[src/rtl/aadir_pkg.sv]
`timescale 1ns / 1ps
package aadir_pkg;

    localparam int STORE_AW = 10;
    localparam int BANK_AW  = STORE_AW - 1;
    localparam int BANK_DEPTH = 2 ** BANK_AW;

    typedef enum logic [1:0] {
        MODE_TICK  = 2'd0,
        MODE_WRITE = 2'd1,
        MODE_CLAIM = 2'd2
    } t_mode;

    localparam logic [1:0] CFG_CORE_SELECT = 2'd0;
    localparam logic [1:0] CFG_DMA_ENABLE  = 2'd1;
    localparam logic [1:0] CFG_PLAY_MODE   = 2'd2;

    localparam int PM_MUTE1 = 1;
    localparam int PM_WIDE0 = 2;
    localparam int PM_CDDA1 = 3;

    typedef struct packed {
        logic [1:0]         mode;
        logic [9:0]         buffer_index;
        logic signed [15:0] buffer_value;
        logic [19:0]        data_left;
        logic [8:0]         write_position;
    } t_item;

    typedef struct packed {
        logic       core;
        logic [1:0] dma;
        logic [3:0] play;
    } t_cfg;

    typedef struct packed {
        logic               we;
        logic               bank;
        logic [BANK_AW-1:0] idx;
        logic [15:0]        data;
    } t_wr_req;

    typedef struct packed {
        logic               re;
        logic [BANK_AW-1:0] even_l;
        logic [BANK_AW-1:0] odd_l;
        logic [BANK_AW-1:0] even_r;
        logic [BANK_AW-1:0] odd_r;
    } t_rd_req;

    typedef struct packed {
        logic enabled;
        logic pair;
        logic cdda;
        logic mute;
        logic left_odd;
        logic right_odd;
    } t_tick_ctl;

    typedef struct packed {
        logic        busy;
        logic [1:0]  free;
        logic [10:0] addr;
    } t_status;

endpackage

[src/rtl/aadir_fmt.sv]
`timescale 1ns / 1ps
module aadir_fmt
    import aadir_pkg::*;
(
    input  t_tick_ctl          i_ctl,
    input  logic [15:0]        i_even_l,
    input  logic [15:0]        i_odd_l,
    input  logic [15:0]        i_even_r,
    input  logic [15:0]        i_odd_r,
    output logic signed [31:0] o_left,
    output logic signed [31:0] o_right
);

    function automatic logic signed [31:0] f_sample(
        input logic [15:0] lo,
        input logic [15:0] hi,
        input t_tick_ctl   c
    );
        logic signed [31:0] w;
        w = signed'({hi, lo});
        if (!c.enabled || c.mute) begin
            return '0;
        end
        if (c.cdda) begin
            return w >>> 2;
        end
        if (c.pair) begin
            return w;
        end
        return 32'(signed'(lo));
    endfunction

    logic [15:0] lo_l;
    logic [15:0] hi_l;
    logic [15:0] lo_r;
    logic [15:0] hi_r;

    always_comb begin
        lo_l = i_ctl.left_odd ? i_odd_l : i_even_l;
        hi_l = i_ctl.left_odd ? i_even_l : i_odd_l;
        lo_r = i_ctl.right_odd ? i_odd_r : i_even_r;
        hi_r = i_ctl.right_odd ? i_even_r : i_odd_r;
    end

    assign o_left  = f_sample(lo_l, hi_l, i_ctl);
    assign o_right = f_sample(lo_r, hi_r, i_ctl);

endmodule

[config.mk]
export PLATFORM = sky130hd
export DESIGN_NAME = aadir_fmt
export DESIGN_NICKNAME = d
export VERILOG_FILES = /design/src/rtl/aadir_pkg.sv /design/src/rtl/aadir_fmt.sv
export SDC_FILE = /design/constraint.sdc
export NUM_CORES = 1
export LEC_CHECK = 0
export ABC_AREA = 1
export BUFFER_PORTS_ARGS = -buffer_cell sky130_fd_sc_hd__clkbuf_2
export CAP_MARGIN = 5
export CORE_MARGIN = 2
export CORE_UTILIZATION = 44
export DETAILED_ROUTE_END_ITERATION = 10
export MAX_ROUTING_LAYER = met4
export PLACE_DENSITY_LB_ADDON = 0.15
export SLEW_MARGIN = 20
export SYNTH_ARGS = -nofsm -noshare
export SYNTH_HDL_FRONTEND = slang
export SYNTH_SLANG_ARGS = --single-unit
[constraint.sdc]
create_clock -name vclk -period 0.98
set_input_delay 0.049 -clock vclk [all_inputs]
set_output_delay 0.049 -clock vclk [all_outputs]
set_load 0.05 [all_outputs]
==> reports/results.txt, run 1 <==
cts hold-fix bufs: 0
Netlist cell types: 18
Port Buffer Count: 134
Initial Util: 45.3%
cell taking the most area after synthesis: nand2_1
die extent in y: 70.5 um
Post-Syn Nets: 486
syn avg cell area: 4.68 um2
Die Width: 70.5 um
Log Error: [ERROR DPL-0038] Utilization greater than 100%, impossible to legalize
Syn Inst Count: 416
status: aborted with a tool error
Ys Warns: 0
post-synth design cell area: 0.00195 mm2
Seq/Total Area, Yosys: 0%
Post-CTS Resized: 212
row count: 24
Synth top area share: 26.0%
postcts setup bufs: 6
Detailed Place HPWL: 6200 um
Fail Step: clock tree synthesis (4_1_cts)
io pins: 134
Synth area leaders: nand2_1, o211ai_1, nor2_1
placer congestion estimate: 0.909
==> logic make-up after synthesis <==
family	count (synthesis)	synth area share [%]
simple gates	236	47.0
buf+inv	70	17.5
compound gates	110	35.4
==> per-stage QoR <==
| stage | instance area, um2 | hold slack [ns] | std cells | setup slack (ns) | TNS [ns] |
|---|---|---|---|---|---|
| floorplan | 2450 | 0.350 | 416 | -0.0956 | -2.08 |
| global placement | 3520 | 0.577 | 617 | -0.256 | -13.06 |
| detailed placement | 3520 | 0.581 | 617 | -0.299 | -14.76 |
==> cell usage after synthesis <==
cell type and count:
nor2_1 88, nor2_4 2, inv_4 1, o211ai_1 45, clkbuf_1 6, o21ai_2 1
o21ai_4 2, a21oi_1 5, nand3_1 10, buf_4 4, inv_1 33, nand2_2 1
nand2_1 135, inv_2 2, o21ai_1 11, buf_2 19, buf_6 5, o21ai_0 46
==> run 2, diff against run 1 <==
CORE_UTILIZATION = 35   (was 44)
MAX_ROUTING_LAYER = not set   (was met4)
==> run 2 against run 1 <==
  * The flow now finishes, with violations (setup timing)
  * Synthesized cell count is the same
  * Area after synthesis is the same
==> reports/results.txt, run 2 <==
vias in the first global route: 3584
commonest cells after routing, fill and taps aside: nand2_1, clkbuf_2, nor2_4
Required @ worst endpoint: 0.93 ns
Die Width: 78.6 um (+11%)
antenna-violating nets left: 0
Pre-antenna DRT Iters: 6
Tot GR Track Use: 32.8%
top fanout value on the critical path: 6
area of the multi-input gates: 0.00250 mm2
cts hold-fix bufs: 0 (unchanged)
initial drt markers: 429
crit-path cells: buf_6 > inv_4 > nor2_4 > buf_12 > buf_12 > buf_16 > o21ai_2 > nor2_4 > buf_8
Ys Warns: 0 (unchanged)
largest net degree at the start of global routing: 28
min Tclk post-route: 1.16 ns
antenna diode count: 0
Synth area leaders: nand2_1, o211ai_1, nor2_1
grt ovf: 0
Syn Inst Count: 416 (unchanged)
routed vias/inst: 6.33
Synth top area share: 26.0% (unchanged)
Register Area: 0 um2
Final setup viols: 64
io pins: 134 (unchanged)
hold_sp: i_odd_l[1]
cell taking the most area after synthesis: nand2_1
VDD IR max: 0.419 mV
Rel. slew slack: 78.2%
share of layout cells above drive strength 1: 62.0%
worst hold path class: in2out
first-pass GRT wire length: 16700 um
crit-path leading delay family: buffers and inverters
Crit. End Element: primary output
status: finished with violations
top cells by count, synth: nand2_1, nor2_1, o21ai_0
Fin Setup TNS: -8.60 ns
placer congestion estimate: 0.892 (-1.9%)
die extent in y: 78.6 um (+11%)
Netlist cell types: 18 (unchanged)
Slew @ Worst Pin: 0.325 ns
buffers and inverters on the worst path: 6
FF+latch count: 0
Lkg Pwr: 2.33 nW
final clock period utilization by the worst path: 119%
post-synth design cell area: 0.00195 mm2 (unchanged)
Max-Cap Viols: 0
Die Area: 0.00617 mm2
Startpoint Class: input pin
Power per Cell Area: 618 mW/mm2
Initial Util: 35.8% (-9.5 points)
nets: 661
slowest stage delay, CP: 0.20 ns
most frequent cell after synthesis: nand2_1
RSZ-0062 raised after global routing: true
Post-Syn Nets: 486 (unchanged)
kind of critical path: in2out
final hold violations: 0
Max Freq: 859 MHz
final routed DRC violation total: 0
final core occ: 94.8%
Seq/Total Area, Yosys: 0% (unchanged)
Detailed Place HPWL: 6270 um (+1.1%)
Vias: 4183
core area: 0.00544 mm2
Synth-to-Final Area Change: 165%
row count: 27 (+13%)
syn avg cell area: 4.68 um2 (unchanged)
CP max stage cell: nor2_4
failing checks: setup timing
critical path arrival: 1.12 ns
WL/cell: 22.5 um
commonest non-fill, non-tap cell in the layout: nand2_1
WL final: 14900 um
Final Max Tran Viols: 0
crit path setup slack, layout: -0.184 ns
Port Buffer Count: 134 (unchanged)
clkbuf count: 0
hold depth: 6
hold endpoint: o_left[1]
initial antenna violation count: 0
Filler Cell Count: 155
-- run 2: cell counts after synthesis --
Identical to the previous run, type by type.
-- run 2: cell families (layout without fill, tap and decap cells) --
family	count (synthesis)	after routing	synth area share, %
simple gates	236	236	47.0
compound gates	110	110	35.4
buf+inv	70	243	17.5
-- run 2: cell type report --
| type | instances | share of cell area [%] |
|---|---|---|
| Inverter | 36 | 3.23 |
| Multi-Input combinational cell | 346 | 48.5 |
| Tap cell | 72 | 1.75 |
| Timing Repair Buffer | 205 | 46.1 |
| Timing Repair inverter | 2 | 0.340 |
-- run 2: where the power goes --
group	switching, mW	internal (mW)	leakage, nW
Combinational	1.91	1.28	2.33
Clock	0	0	0
Sequential	0	0	0
-- run 2: worst max path at each step --
| stage | start | end | slack, ns | cells past startpoint |
|---|---|---|---|---|
| floorplan | i_ctl[1] | o_left[22] | -0.1 | 7 |
| global route | i_ctl[3] | o_right[12] | -0.21 | 7 |
| global placement | i_ctl[1] | o_left[23] | -0.27 | 7 |
| finish | i_ctl[5] | o_left[10] | -0.18 | 9 |
| detailed placement | i_ctl[1] | o_left[25] | -0.28 | 7 |
| CTS | i_ctl[0] | o_right[31] | -0.18 | 8 |
-- run 2: through the flow --
stage / setup slack [ns] / hold WS [ns] / instance area [um2] / power [mW] / std cells
floorplan: -0.0956 / 0.350 / 2450 / 1.47 / 416
global placement: -0.269 / 0.568 / 3580 / 2.10 / 639
detailed placement: -0.281 / 0.576 / 3580 / 2.12 / 639
CTS: -0.176 / 0.576 / 4690 / 2.67 / 654
global route: -0.210 / 0.665 / 5150 / 3.28 / 661
finish: -0.184 / 0.620 / 5150 / 3.19 / 661
-- run 2: timing repair --
item                       4_1_cts  5_1_grt
pin swaps                       19       37
buffers inserted                 6        9
gates resized for setup        229      143
cloned                          10        2
setup endpoints to repair       64       64
-- run 2: per-layer routing --
layer | vias up | share of wire, % | track usage (%)
met5 | - | 0 | 0
met1 | 1916 | 32 | 34.0
met2 | 412 | 49 | 66.1
li1 | 1713 | - | -
met3 | 142 | 10 | 5.52
met4 | 0 | 8.6 | 9.30
Note: power is estimated with default switching activity, not from simulation.
==> run 3, diff against run 2 <==
ABC_AREA = not set   (was 1)
PLACE_DENSITY = 0.71   (was not set)
PLACE_DENSITY_LB_ADDON = not set   (was 0.15)
==> run 3 against run 2 <==
  * The run now fails in clock tree synthesis (4_1_cts)
  * Area after synthesis decreased by 7.1%
  * Synthesized cell count decreased by 57%
==> reports/results.txt, run 3 <==
Post-CTS Resized: 193 (-16%)
most frequent cell after synthesis: mux2i_1
Post-Syn Nets: 247 (-49%)
post-synth design cell area: 0.00181 mm2 (-7.1%)
Detailed Place HPWL: 6540 um (+4.2%)
postcts setup bufs: 6 (unchanged)
io pins: 134 (unchanged)
Synth top area share: 29.9% (+3.9 points)
Netlist cell types: 27 (+9)
DP Worst Slack: -0.530 ns (-0.250 ns)
die extent in y: 75.9 um (-3.4%)
cts hold-fix bufs: 0 (unchanged)
Log Error: [ERROR DPL-0038] Utilization greater than 100%, impossible to legalize
Syn Inst Count: 177 (-57%)
row count: 26 (-3.7%)
Fail Step: clock tree synthesis (4_1_cts)
top cells by count, synth: mux2i_1, and2_1, o221ai_1
Port Buffer Count: 134 (unchanged)
Ys Warns: 0 (unchanged)
Seq/Total Area, Yosys: 0% (unchanged)
Synth area leaders: mux4_2, mux2i_1, o221ai_1
cell taking the most area after synthesis: mux4_2
placer congestion estimate: 0.788 (-12%)
Die Width: 75.9 um (-3.4%)
syn avg cell area: 10.2 um2 (+120%)
Initial Util: 35.9% (+0.061 points)
status: aborted with a tool error
## run 3: logic make-up after synthesis
group,after synthesis,synth area share [%]
muxes,63,54.4
AOI/OAI and AO/OA,39,17.9
and+or+nand+nor,50,16.3
xor gates and xnor gates,2,0.969
buffers and inverters,23,10.4
## run 3: stage by stage
stage	TNS, ns	util, %	cell area (um2)	std cells	hold WS [ns]
after floorplan	-7.62	-	2710	177	0.272
after global placement	-23.20	83.6	4220	459	0.508
after detailed placement	-24.81	83.6	4220	459	0.524
