`src/rtl/aadir_pkg.sv`:
```
`timescale 1ns / 1ps
package aadir_pkg;

    localparam int STORE_AW = 10;
    localparam int BANK_AW  = STORE_AW - 1;
    localparam int BANK_DEPTH = 2 ** BANK_AW;

    typedef enum logic [1:0] {
        MODE_TICK  = 2'd0,
        MODE_WRITE = 2'd1,
        MODE_CLAIM = 2'd2
    } t_mode;

    localparam logic [1:0] CFG_CORE_SELECT = 2'd0;
    localparam logic [1:0] CFG_DMA_ENABLE  = 2'd1;
    localparam logic [1:0] CFG_PLAY_MODE   = 2'd2;

    localparam int PM_MUTE1 = 1;
    localparam int PM_WIDE0 = 2;
    localparam int PM_CDDA1 = 3;

    typedef struct packed {
        logic [1:0]         mode;
        logic [9:0]         buffer_index;
        logic signed [15:0] buffer_value;
        logic [19:0]        data_left;
        logic [8:0]         write_position;
    } t_item;

    typedef struct packed {
        logic       core;
        logic [1:0] dma;
        logic [3:0] play;
    } t_cfg;

    typedef struct packed {
        logic               we;
        logic               bank;
        logic [BANK_AW-1:0] idx;
        logic [15:0]        data;
    } t_wr_req;

    typedef struct packed {
        logic               re;
        logic [BANK_AW-1:0] even_l;
        logic [BANK_AW-1:0] odd_l;
        logic [BANK_AW-1:0] even_r;
        logic [BANK_AW-1:0] odd_r;
    } t_rd_req;

    typedef struct packed {
        logic enabled;
        logic pair;
        logic cdda;
        logic mute;
        logic left_odd;
        logic right_odd;
    } t_tick_ctl;

    typedef struct packed {
        logic        busy;
        logic [1:0]  free;
        logic [10:0] addr;
    } t_status;

endpackage

```
`src/rtl/aadir_ctrl.sv`:
```
`timescale 1ns / 1ps
module aadir_ctrl
    import aadir_pkg::*;
#(
    parameter int HALF_WORDS = 512
) (
    input  logic      i_clk,
    input  logic      i_rst_n,
    input  logic      i_fire,
    input  t_item     i_item,
    input  t_cfg      i_cfg,
    output t_wr_req   o_wr,
    output t_rd_req   o_rd,
    output t_tick_ctl o_ctl,
    output t_status   o_status
);

    localparam logic [10:0] L_HALF    = 11'(HALF_WORDS);
    localparam logic [10:0] L_QUARTER = 11'(HALF_WORDS / 2);

    logic [9:0]  r_rp;
    logic [1:0]  r_fc;
    logic        r_busy;
    logic [10:0] r_sa;

    logic [9:0]  n_rp;
    logic [1:0]  n_fc;
    logic        n_busy;
    logic [10:0] n_sa;

    logic        is_tick;
    logic        enabled;
    logic        cdda;
    logic        wide;
    logic        pair;
    logic        mute;
    logic [9:0]  pos;
    logic [9:0]  rpos;
    logic [9:0]  lpos1;
    logic [9:0]  rpos1;
    logic [10:0] np;
    logic [10:0] jp;
    logic        bnd;
    logic [2:0]  fsum;

    always_comb begin
        is_tick = (i_item.mode == MODE_TICK);
        enabled = i_cfg.dma[i_cfg.core];
        cdda    = i_cfg.core && i_cfg.play[PM_CDDA1];
        wide    = !cdda && !i_cfg.core && i_cfg.play[PM_WIDE0];
        pair    = cdda || wide;
        mute    = i_cfg.core && i_cfg.play[PM_MUTE1] && !pair;

        pos   = pair ? {r_rp[9:1], 1'b0} : r_rp;
        rpos  = pos + 10'(HALF_WORDS);
        lpos1 = pos + 10'd1;
        rpos1 = rpos + 10'd1;

        np  = {1'b0, pos} + (pair ? 11'd2 : 11'd1);
        bnd = wide ? (np >= L_HALF) : ((np == L_QUARTER) || (np >= L_HALF));

        jp     = np;
        fsum   = {1'b0, r_fc};
        n_fc   = r_fc;
        n_busy = r_busy;
        n_sa   = r_sa;
        if (bnd) begin
            n_busy = 1'b0;
            if (i_item.data_left >= 20'(HALF_WORDS)) begin
                fsum = {1'b0, r_fc} + (pair ? 3'd2 : 3'd1);
                if (fsum > 3'd2) begin
                    fsum = 3'd2;
                    jp   = {2'b00, i_item.write_position};
                end
                n_fc   = fsum[1:0];
                n_busy = 1'b1;
                n_sa   = {i_cfg.core, jp[9:0]};
            end
            if (jp >= L_HALF) begin
                jp = jp - L_HALF;
            end
        end
        n_rp = jp[9:0];
    end

    always_ff @(posedge i_clk) begin
        if (!i_rst_n) begin
            r_rp   <= '0;
            r_fc   <= '0;
            r_busy <= 1'b0;
            r_sa   <= '0;
        end else if (i_fire) begin
            case (i_item.mode)
                MODE_TICK: begin
                    if (enabled) begin
                        r_rp   <= n_rp;
                        r_fc   <= n_fc;
                        r_busy <= n_busy;
                        r_sa   <= n_sa;
                    end
                end
                MODE_CLAIM: begin
                    if (r_fc != 2'd0) begin
                        r_fc <= r_fc - 2'd1;
                    end
                end
                default: begin
                end
            endcase
        end
    end

    // write port, word index split into bank and row
    assign o_wr.we   = i_fire && (i_item.mode == MODE_WRITE);
    assign o_wr.bank = i_item.buffer_index[0];
    assign o_wr.idx  = i_item.buffer_index[STORE_AW-1:1];
    assign o_wr.data = i_item.buffer_value;

    // low word sits in bank pos[0], the following word in the other bank
    assign o_rd.re     = i_fire && is_tick;
    assign o_rd.even_l = lpos1[STORE_AW-1:1];
    assign o_rd.odd_l  = pos[STORE_AW-1:1];
    assign o_rd.even_r = rpos1[STORE_AW-1:1];
    assign o_rd.odd_r  = rpos[STORE_AW-1:1];

    assign o_ctl.enabled   = enabled;
    assign o_ctl.pair      = pair;
    assign o_ctl.cdda      = cdda;
    assign o_ctl.mute      = mute;
    assign o_ctl.left_odd  = pos[0];
    assign o_ctl.right_odd = rpos[0];

    assign o_status.busy = enabled ? n_busy : r_busy;
    assign o_status.free = enabled ? n_fc : r_fc;
    assign o_status.addr = enabled ? n_sa : r_sa;

endmodule

```
`config.mk`:
```
export PLATFORM = sky130hd
export DESIGN_NAME = aadir_ctrl
export DESIGN_NICKNAME = d
export VERILOG_FILES = /design/src/rtl/aadir_pkg.sv /design/src/rtl/aadir_ctrl.sv
export SDC_FILE = /design/constraint.sdc
export NUM_CORES = 1
export LEC_CHECK = 0
export BUFFER_PORTS_ARGS = -buffer_cell sky130_fd_sc_hd__buf_2
export CORE_MARGIN = 4
export CORE_UTILIZATION = 34
export CTS_BUF_LIST = sky130_fd_sc_hd__clkbuf_8
export CTS_CLUSTER_SIZE = 14
export DETAILED_ROUTE_END_ITERATION = 7
export PLACE_DENSITY = 0.65
export SYNTH_ARGS = -nofsm -noshare
export SYNTH_HDL_FRONTEND = slang
export SYNTH_SLANG_ARGS = --single-unit
```
`constraint.sdc`:
```
create_clock -name i_clk -period 4.8 [get_ports i_clk]
set_input_delay 0.72 -clock i_clk [delete_from_list [all_inputs] [get_ports i_clk]]
set_output_delay 0.72 -clock i_clk [all_outputs]
set_load 0.005 [all_outputs]
```
==> results.cfg <==
[setup_path]
crit_path_start_kind = input port
rr_worst_depth = 10
crit_start = i_cfg[6]
crit_end = o_status[10]
required_ps = 4080
r2r-start = r_rp[0]
cp_max_fo = 5
reg2reg_slack_ps = 1390
cp-end-kind = output port
critPathArrivalTime_ps = 3800
r2r_end = r_rp[1]
crit_type = input port to output port

[sta]
tightest_slew_ps = 860
min_period_ps = 4520
hold_viol = 0
setup_viol_count_final = 0
clock_skew_ps = 3.20
holdWs_ps = 461
finalSetupTns_ps = 0
fin_crit_sh_pct = 94.3
max_slew_margin_pct = 42.2
rsz0062_at_grt = no
max_freq_mhz = 221
drv_slew = 0

[detailed_routing]
drc = 0
first_pass_iters = 4
viasPerCell = 5.28
via_count = 2420
wl_per_cell_um = 15.0
drt_wl_total_mm = 6.88
ant_nets = 0
drt_iter0_drc = 178

[floorplanning]
fp-row-count = 31
top_level_ports = 151
die_h_um = 93.9
die_w_um = 93.9
initial_core_util_pct = 34.7
coreArea_sq_mm = 0.00721
dieArea_sq_mm = 0.00881

[yosys]
yosysTopAreaCell = dfxtp_1
synthArstFlopShare_pct = 0
syn_area_sq_mm = 0.00251
syn_avg_cell_area_sq_um = 7.48
synth_fp_nets = 408
synth-main-ff-cell = dfxtp_1
synth-edff-count = 0
netlist.area_leader.share_pct = 19.2
synth_area_leaders = dfxtp_1 19%, buf_4 17%, nand2_1 7.2%
yosys_warnings = 0
syn_inst = 335
synth_seq_cells = 24
ys_types = 66
yosysSeqAreaShare_pct = 19.2

[finish]
syn2layout_area_growth_pct = 6.04
antenna_cells = 0
drive_gt1_share_pct = 31.8
nets = 434

[clock_tree]
post-cts-setup-buffers = 0
insertion_delay_ps = 270
tritoncts = done
ctsRootBufferMaster = clkbuf_8
clock-sinks = 24
clock_path_buffers = 2
cts_max_level = 1
clk_pin_slew_ps = 90
numCtsBuffers = 3

[power]
intPower_mw = 0.293
cellLeakagePower_nw = 1.24
power_density_mw_per_mm2 = 158
vdd_drop_max_uv = 102
seq_power_share_pct = 49.3
switching_share_pct = 30.2
p_sw_mw = 0.127
pwr-share-clk_pct = 29.8
p_comb_share_pct = 20.9

[grt]
antenna_found_initial = 0
grt_pass1_vias = 2276
grt_pass1_wl_mm = 11.1
grt_usage_pct = 15.4
grt_overflow_total = 0
grt_max_degree = 29

[hold_path]
hp-class = flop to flop
whs_path_depth = 2

[job]
cap_violations = 0

[placed_design]
gp_congestion = 0.905
portBuffers = 88
place_hpwl_mm = 5.47

[status]
outcome = finished clean
## final cells by class
class | instances | area, sq um
Fill cell | 784 | 4560
Multi-Input combinational cell | 227 | 1490
Sequential cell | 24 | 480
Timing Repair Buffer | 92 | 470
Tap cell | 99 | 124
Inverter | 13 | 48.8
Clock buffer | 3 | 41.3
## power by group through the flow
stage               sequential [mW]  combinational (mW)  clock [mW]
floorplan                     0.208              0.0803           0
global placement              0.212              0.0867           0
detailed placement            0.212              0.0877           0
CTS                           0.207              0.0880       0.126
global route                  0.208              0.0978       0.134
finish                        0.207              0.0881       0.125
## worst min path at each step
stage	start	endpoint	slack (ps)
after global placement	r_sa[2]	r_sa[2]	440
after global routing	r_sa[2]	r_sa[2]	480
final	r_sa[0]	r_sa[0]	460
after CTS	r_sa[2]	r_sa[2]	460
after detailed placement	r_sa[7]	r_sa[7]	450
after floorplan	r_sa[6]	r_sa[6]	430
## repair_timing
item | CTS | global route
hold buffers | 0 | 0
endpoints found under the setup margin | 0 | 1
gates resized for setup | 0 | 1
## cell families (layout without fill, tap and decap cells)
logic type | Yosys count | count (layout) | share of synthesized area, %
fa+ha+maj | 6 | 6 | 3.59
mux | 9 | 9 | 4.39
buf+inv | 84 | 108 | 21.4
simple gates | 122 | 122 | 24.9
flops | 24 | 24 | 19.2
compound gates | 77 | 77 | 22.0
xor+xnor | 13 | 13 | 4.54
## worst max-delay path, cell delays in order
cell	delay, ps
buf_2	130
and2_1	190
nor2b_4	200
nand2_1	120
fa_2	420
nand2b_1	220
or4_1	560
a211oi_2	280
buf_4	160
nand3b_2	140
a21oi_2	250
a21oi_1	90
a21oi_1	160
buf_2	140
## through the flow
| step | power [mW] | util (%) | setup slack, ps | cells | instance area, sq um |
|---|---|---|---|---|---|
| global route | 0.440 | 36.8 | 82.9 | 458 | 2660 |
| CTS | 0.422 | 36.8 | 179 | 458 | 2660 |
| detailed placement | 0.300 | 36.2 | 189 | 455 | 2610 |
| floorplan | 0.288 | - | 567 | 335 | 2510 |
| global placement | 0.298 | 36.2 | 209 | 455 | 2610 |
| finish | 0.421 | 36.8 | 275 | 458 | 2660 |
## cells in the final DEF (no fill, tap or decap), types with 6 or more instances in the layout
master and instances:
a21oi_1 12, and3_1 6, buf_2 88, dfxtp_1 24, inv_1 12, nand2_1 48
nand3_1 15, nor2_1 15, o21ai_0 19, o22ai_1 6, xnor2_1 8
## routing by layer
| metal | share of wire [%] | track usage [%] | routed length [um] | vias up |
|---|---|---|---|---|
| met5 | 0 | 0 | 0 | - |
| met4 | 1.8 | 4.57 | 127 | 0 |
| met3 | 10 | 4.25 | 688 | 11 |
| met2 | 47 | 24.5 | 3210 | 121 |
| met1 | 42 | 20.3 | 2850 | 1117 |
| li1 | - | - | - | 1171 |
## registers in the layout, summed over array words and instances (netlist names)
register  cells
r_rp         10
r_busy        1
r_sa         11
r_fc          2
## cells in the mapped netlist (3+ instances only)
| cell | number |
|---|---|
| xnor2_1 | 8 |
| a21oi_1 | 12 |
| a31oi_1 | 3 |
| nand3_1 | 15 |
| nand2b_1 | 5 |
| xor2_1 | 5 |
| buf_4 | 57 |
| o211ai_1 | 5 |
| and3_1 | 6 |
| buf_2 | 5 |
| nand2_1 | 48 |
| o22ai_1 | 6 |
| clkbuf_1 | 8 |
| inv_1 | 12 |
| dfxtp_1 | 24 |
| nor3_1 | 5 |
| nor2b_1 | 4 |
| o21ai_0 | 19 |
| o21a_1 | 4 |
| mux2_2 | 5 |
| or3_1 | 3 |
| nor2_1 | 15 |
| o31ai_1 | 4 |
| ha_1 | 4 |
| and2_1 | 5 |
(Power assumes the default switching activity.)
